$ cat config.mk
export PLATFORM = sky130hd
export DESIGN_NAME = plt_ctrl
export DESIGN_NICKNAME = d
export VERILOG_FILES = /design/src/hdl/plt_pkg.sv /design/src/hdl/plt_ctrl.sv
export SDC_FILE = /design/constraint.sdc
export NUM_CORES = 1
export LEC_CHECK = 0
export BUFFER_PORTS_ARGS = -buffer_cell sky130_fd_sc_hd__buf_2
export CAP_MARGIN = 20
export CORE_MARGIN = 2
export CORE_UTILIZATION = 30
export DETAILED_ROUTE_END_ITERATION = 8
export PLACE_DENSITY = 0.65
export SLEW_MARGIN = 20
export SYNTH_ARGS = -nofsm -noshare
export SYNTH_HDL_FRONTEND = slang
export SYNTH_SLANG_ARGS = --single-unit
$ cat constraint.sdc
create_clock -name clk_i -period 2.6 [get_ports clk_i]
set_input_delay 0.52 -clock clk_i [delete_from_list [all_inputs] [get_ports clk_i]]
set_output_delay 0.52 -clock clk_i [all_outputs]
set_load 0.05 [all_outputs]
$ cat src/hdl/plt_pkg.sv
`default_nettype none

package plt_pkg;

  // packet type codes
  localparam logic [7:0] PKT_SIZES = 8'd1;
  localparam logic [7:0] PKT_TRANS = 8'd2;
  localparam logic [7:0] PKT_RECS  = 8'd3;
  localparam logic [7:0] PKT_START = 8'd254;
  localparam logic [7:0] PKT_END   = 8'd255;

  // packet and record geometry
  localparam int unsigned PACKET_BYTES  = 16;
  localparam int unsigned PAYLOAD_BYTES = PACKET_BYTES - 2;
  localparam int unsigned RECORD_BYTES  = 6;
  localparam int unsigned PAYLOAD_W     = 8 * PAYLOAD_BYTES;
  localparam int unsigned RECORD_W      = 8 * RECORD_BYTES;

  // lookup index: 8-bit event plus 7-bit state times 8-bit event count
  localparam int unsigned IDX_W      = 15;
  // record byte address: 7-bit state times record size plus offset
  localparam int unsigned REC_ADDR_W = 10;

  localparam logic [15:0] SEQ_RESET = 16'd1;
  localparam logic [8:0]  NONE9     = 9'h1FF;

  typedef enum logic [3:0] {
    ST_IDLE,
    ST_DECODE,
    ST_WR_TRANS,
    ST_WR_REC,
    ST_INDEX,
    ST_TREAD,
    ST_TCHECK,
    ST_REC,
    ST_FINISH
  } plt_state_e;

  // commands from controller to datapath
  typedef struct packed {
    logic capture;
    logic arm;
    logic start;
    logic sizes;
    logic adv_seq;
    logic wr_trans;
    logic wr_rec;
    logic calc_idx;
    logic move;
    logic rec_step;
    logic emit;
  } plt_cmd_t;

  // status from datapath to controller
  typedef struct packed {
    logic mode;
    logic type_end;
    logic type_start;
    logic type_sizes;
    logic type_trans;
    logic type_recs;
    logic seq_ok;
    logic armed;
    logic idx_ok;
    logic nxt_ok;
    logic wr_last;
    logic rec_last;
    logic out_free;
  } plt_status_t;

endpackage

`default_nettype wire

$ cat src/hdl/plt_ctrl.sv
`default_nettype none

module plt_ctrl
  import plt_pkg::*;
(
  input  wire logic        clk_i,
  input  wire logic        rst_ni,
  input  wire logic        in_valid_i,
  output logic             in_ready_o,
  input  wire plt_status_t status_i,
  output plt_cmd_t         cmd_o
);

  plt_state_e state_q, state_d;

  // state register
  always_ff @(posedge clk_i or negedge rst_ni) begin
    if (!rst_ni) begin
      state_q <= ST_IDLE;
    end else begin
      state_q <= state_d;
    end
  end

  // next state and commands
  always_comb begin
    state_d    = state_q;
    cmd_o      = '0;
    in_ready_o = 1'b0;
    case (state_q)
      ST_IDLE: begin
        in_ready_o = 1'b1;
        if (in_valid_i) begin
          cmd_o.capture = 1'b1;
          state_d       = ST_DECODE;
        end
      end
      ST_DECODE: begin
        if (status_i.mode) begin
          state_d = status_i.armed ? ST_INDEX : ST_FINISH;
        end else if (status_i.type_end) begin
          cmd_o.arm = 1'b1;
          state_d   = ST_FINISH;
        end else if (status_i.type_start) begin
          cmd_o.start = 1'b1;
          state_d     = ST_FINISH;
        end else if (status_i.seq_ok && status_i.type_sizes) begin
          cmd_o.sizes   = 1'b1;
          cmd_o.adv_seq = 1'b1;
          state_d       = ST_FINISH;
        end else if (status_i.seq_ok && status_i.type_trans) begin
          cmd_o.adv_seq = 1'b1;
          state_d       = ST_WR_TRANS;
        end else if (status_i.seq_ok && status_i.type_recs) begin
          cmd_o.adv_seq = 1'b1;
          state_d       = ST_WR_REC;
        end else begin
          state_d = ST_FINISH;
        end
      end
      ST_WR_TRANS: begin
        cmd_o.wr_trans = 1'b1;
        if (status_i.wr_last) begin
          state_d = ST_FINISH;
        end
      end
      ST_WR_REC: begin
        cmd_o.wr_rec = 1'b1;
        if (status_i.wr_last) begin
          state_d = ST_FINISH;
        end
      end
      ST_INDEX: begin
        cmd_o.calc_idx = 1'b1;
        state_d        = ST_TREAD;
      end
      ST_TREAD: begin
        state_d = status_i.idx_ok ? ST_TCHECK : ST_FINISH;
      end
      ST_TCHECK: begin
        if (status_i.nxt_ok) begin
          cmd_o.move = 1'b1;
          state_d    = ST_REC;
        end else begin
          state_d = ST_FINISH;
        end
      end
      ST_REC: begin
        cmd_o.rec_step = 1'b1;
        if (status_i.rec_last) begin
          state_d = ST_FINISH;
        end
      end
      ST_FINISH: begin
        if (status_i.out_free) begin
          cmd_o.emit = 1'b1;
          state_d    = ST_IDLE;
        end
      end
      default: begin
        state_d = ST_IDLE;
      end
    endcase
  end

endmodule

`default_nettype wire

# == Yosys cells after proc, flatten, opt, wreduce, memory -nomap -nowiden ==
# Index checks and enable logic that the tools add are counted.
# classes
eq_ne,12
reduce_logical,6
n_mux,35
# ops
cell,count
2-to-1 mux 4 bit,15
one-hot mux 4 bit (8 select lines),1
2-to-1 mux 1 bit,17
== test 4 x 3 -> 1 bit (second input constant),4
== test 4 x 2 -> 1 bit (second input constant),2
inequality test 2 bit (second input constant),3
== test 4 x 1 -> 1 bit (second input constant),1
== test 4 bit (second input constant),1
logical NOT 4 bit,1
AND reduction 4 bit,1
logical AND 1 bit,3
2-to-1 mux 3 bit,1
2-to-1 mux 2 bit,1
inequality test 2 x 1 -> 1 bit (second input constant),1
OR reduction 2 bit,1
# word_totals
register_bits,4
output_inout_bits,12
in_bits,16
elab_cells,54

# == Depth between registers and ports, before layout ==
# logic_depth
ltp_word,8
depth_mapped,5
depth_no_buf,4

# == Worst setup path before layout ==
# OpenSTA, ideal clock, no wires.
# synth_path
kind,reg2out
start,register state_q[1]
end,output port cmd_o[10] (netlist bit)
stages_incl_launch_ff,4
t_required_ps,2080
slack_ps,-671
n_path_buf,1
arrival_ps,2751
path_cell_list,dfrtp_1 clkbuf_1 nor4_1 and2_1
# synth_lines
item,line_no,source
"start, declared",plt_ctrl.sv:14,"plt_state_e state_q, state_d;"
"start signal, assigned",plt_ctrl.sv:21,state_q <= state_d;
"end, declared",plt_ctrl.sv:11,output plt_cmd_t cmd_o

==> impl_metrics.ini <==
[power]
p_per_area_mw_per_mm2 = 992
pwr-share-comb = 0.689
p_leak_nw = 0.320
power.switching_w = 0.000326
max-vdd-ir-drop_uv = 538
power_frac_seq = 0.187
internal_power_w = 0.000285
swShare = 0.533
clkPwrFrac = 0.125

[die]
start_util = 0.320
dieArea_mm2 = 0.00170
fp-row-count = 13
die_w_um = 41.3
core_area_mm2 = 0.00130
dieHeight_um = 41.3
pin_count = 28

[timing]
fin_ws_ns = 0.155
fmax_mhz = 409
worstMarginPinSlew_ns = 0.413
rsz0062_at_grt = no
slew_headroom = 0.722
finClkSkew_ns = 0.00431
period_share = 0.940
period_minus_slack_ns = 2.44
setup_tns_ns = 0
final_hold_viol_count = 0
slew_viol_final = 0
finalSetupViolations = 0

[placed_design]
pre_cts_ws_ns = 0.283
dp_hpwl_um = 841
gp_congestion = 0.814
dp_cells = 99
placed_cell_area_um2 = 593
port_buffers = 27

[setup_path]
setup.worst_path.class = register to output port
start_kind = register
max_stage_delay_ns = 0.55
worst_path_max_delay_cell = or4b_4
cp_cell_sequence = or4b_4, nor2_1, o31a_1, buf_2
cp.required_ns = 2.08
arrival_ns = 1.92
worstSetupEndpointType = output port
worstPathMaxFanout = 10

[global_route]
met3_usage = 0.0326
grt_util_met2 = 0.215
grtUsageMet1 = 0.206
busiest_layer = met2
grt_max_degree = 13
grt_pass1_wl_um = 1660
antenna_found_initial = 0
track_usage = 0.152
grt_overflow = 0
grt_pass1_vias = 419

[cts]
ctsResizeCount = 0
cts.sinks = 4
htree_levels = 1
clockBufferDepth = 2
root_buffer = clkbuf_4
clk_latency_ns = 0.23
cts_tree = done
clk_pin_slew_ns = 0.04
cts_buffers = 3
ctsHoldBuffers = 0
post_cts_buffers = 0

[cells_and_area]
reg_top3 = state_q (4)
final_cell_count_no_fill = 102
final_cell_area_um2 = 616
regArea_um2 = 100
diodes = 0
top_register = state_q
nFillCells = 148
largest_reg_flops = 4
nNetsFinal = 105
areaGrowthSynthToFinish_pct = 47.7
drive_above_1_share = 0.448
multi_input_area_um2 = 302
post-route-util = 0.473

[logic_synthesis]
synth_cell_types = 29
ys_seq_area_frac = 0.240
ys_warn_count = 0
syn-num-nets = 74
syn-instance-count = 58
synthesis.area_um2 = 417
ys_ff_latch = 4
synth_area_per_cell_um2 = 7.18

[route]
first_iter_violations = 3
wl_um = 1060
firstDrtPassIters = 2
wl_per_cell_um = 10.3
ant_nets = 0
dr_total_vias = 490
via_per_inst = 4.80
drc = 0

[outcome]
status = completed

[hold_path]
hold_path.class = primary input to asynchronous set/reset pin

[job]
maxCapViolCount = 0
[logic make-up after synthesis]
kind of cell           synth area share
AO/OA/AOI/OAI                     0.213
buffers and inverters            0.0931
flip-flops                        0.240
AND/OR/NAND/NOR                   0.453
[per-stage QoR]
stage | power (W) | hold WS [ns]
after floorplan | 0.000451 | 0.224
after global placement | 0.000539 | 0.324
after detailed placement | 0.000538 | 0.325
after CTS | 0.000620 | 0.0672
after global routing | 0.000661 | 0.0812
final | 0.000610 | 0.0798
[placed cells by master, fill, tap and decap left out, types with 2 or more instances in the layout]
cell type and n:
buf_2 27, nor2_1 7, nand2_1 5, a21oi_1 5, inv_1 4, dfrtp_1 4, nor3_1 3, clkbuf_4 3
buf_4 3, nand3_1 2, nor4b_2 2, and2_1 2, o21ai_0 2, or3_1 2, o22ai_1 2
[final cells by class]
cell class	instances	share of cell area
clock buffers	3	0.0366
inverters	4	0.0244
well taps	15	0.0305
repair buffers	30	0.256
multi-input cells	46	0.490
flip-flops and latches	4	0.163
[cell usage after synthesis, drive strengths merged]
cell type / n / area share
inv: 4 / 0.036
a2bb2oi: 1 / 0.021
dfrtp: 4 / 0.24
nand3: 2 / 0.024
nor2b: 1 / 0.015
o31a: 1 / 0.021
and3b: 1 / 0.021
nand2b: 1 / 0.015
nor4b: 2 / 0.042
nor2: 7 / 0.063
o32a: 1 / 0.024
or3: 2 / 0.030
nor4: 1 / 0.015
nand2: 5 / 0.045
and2: 2 / 0.030
nor3: 3 / 0.036
a21o: 1 / 0.018
buf: 2 / 0.039
or4b: 2 / 0.057
o22ai: 2 / 0.030
and4b: 1 / 0.027
nor3b: 1 / 0.018
a31oi: 1 / 0.015
and3: 1 / 0.015
a21oi: 5 / 0.060
o21ai: 2 / 0.024
clkbuf: 2 / 0.018
[critical path: cells and delay by family (launching register included)]
family / cells / cell delay, ns
compound gates: 1 / 0.16
flops: 1 / 0.52
simple gates: 2 / 0.77
buf+inv: 1 / 0.25
[routing by layer]
layer,up-vias,wire length (um)
met5,-,0
met1,208,501
met4,0,0
li1,270,-
met3,0,50
met2,12,503
[power groups by stage]
stage / Clock (W) / Sequential (W) / Combinational, W
floorplan: 0 / 0.0000950 / 0.000356
global placement: 0 / 0.000115 / 0.000423
detailed placement: 0 / 0.000115 / 0.000424
CTS: 0.0000826 / 0.000113 / 0.000425
global route: 0.0000841 / 0.000120 / 0.000457
finish: 0.0000762 / 0.000114 / 0.000420
[path summary, 6_finish.rpt]
kind                                         from                endpoint  slack [ns]  depth (start not counted)
min in group clk_i                    status_i[0]  state_q[3]$_DFFE_PN0P_        0.50                          2
max in group asynchronous                  rst_ni  state_q[3]$_DFFE_PN0P_        2.40                          1
min                                        rst_ni  state_q[1]$_DFFE_PN0P_        0.08                          1
min reg2reg                state_q[3]$_DFFE_PN0P_  state_q[2]$_DFFE_PN0P_        0.65                          2
max reg2reg                state_q[0]$_DFFE_PN0P_  state_q[0]$_DFFE_PN0P_        0.97                          4
max                        state_q[0]$_DFFE_PN0P_                cmd_o[6]        0.16                          4
Power figures use the tool's default switching activity.
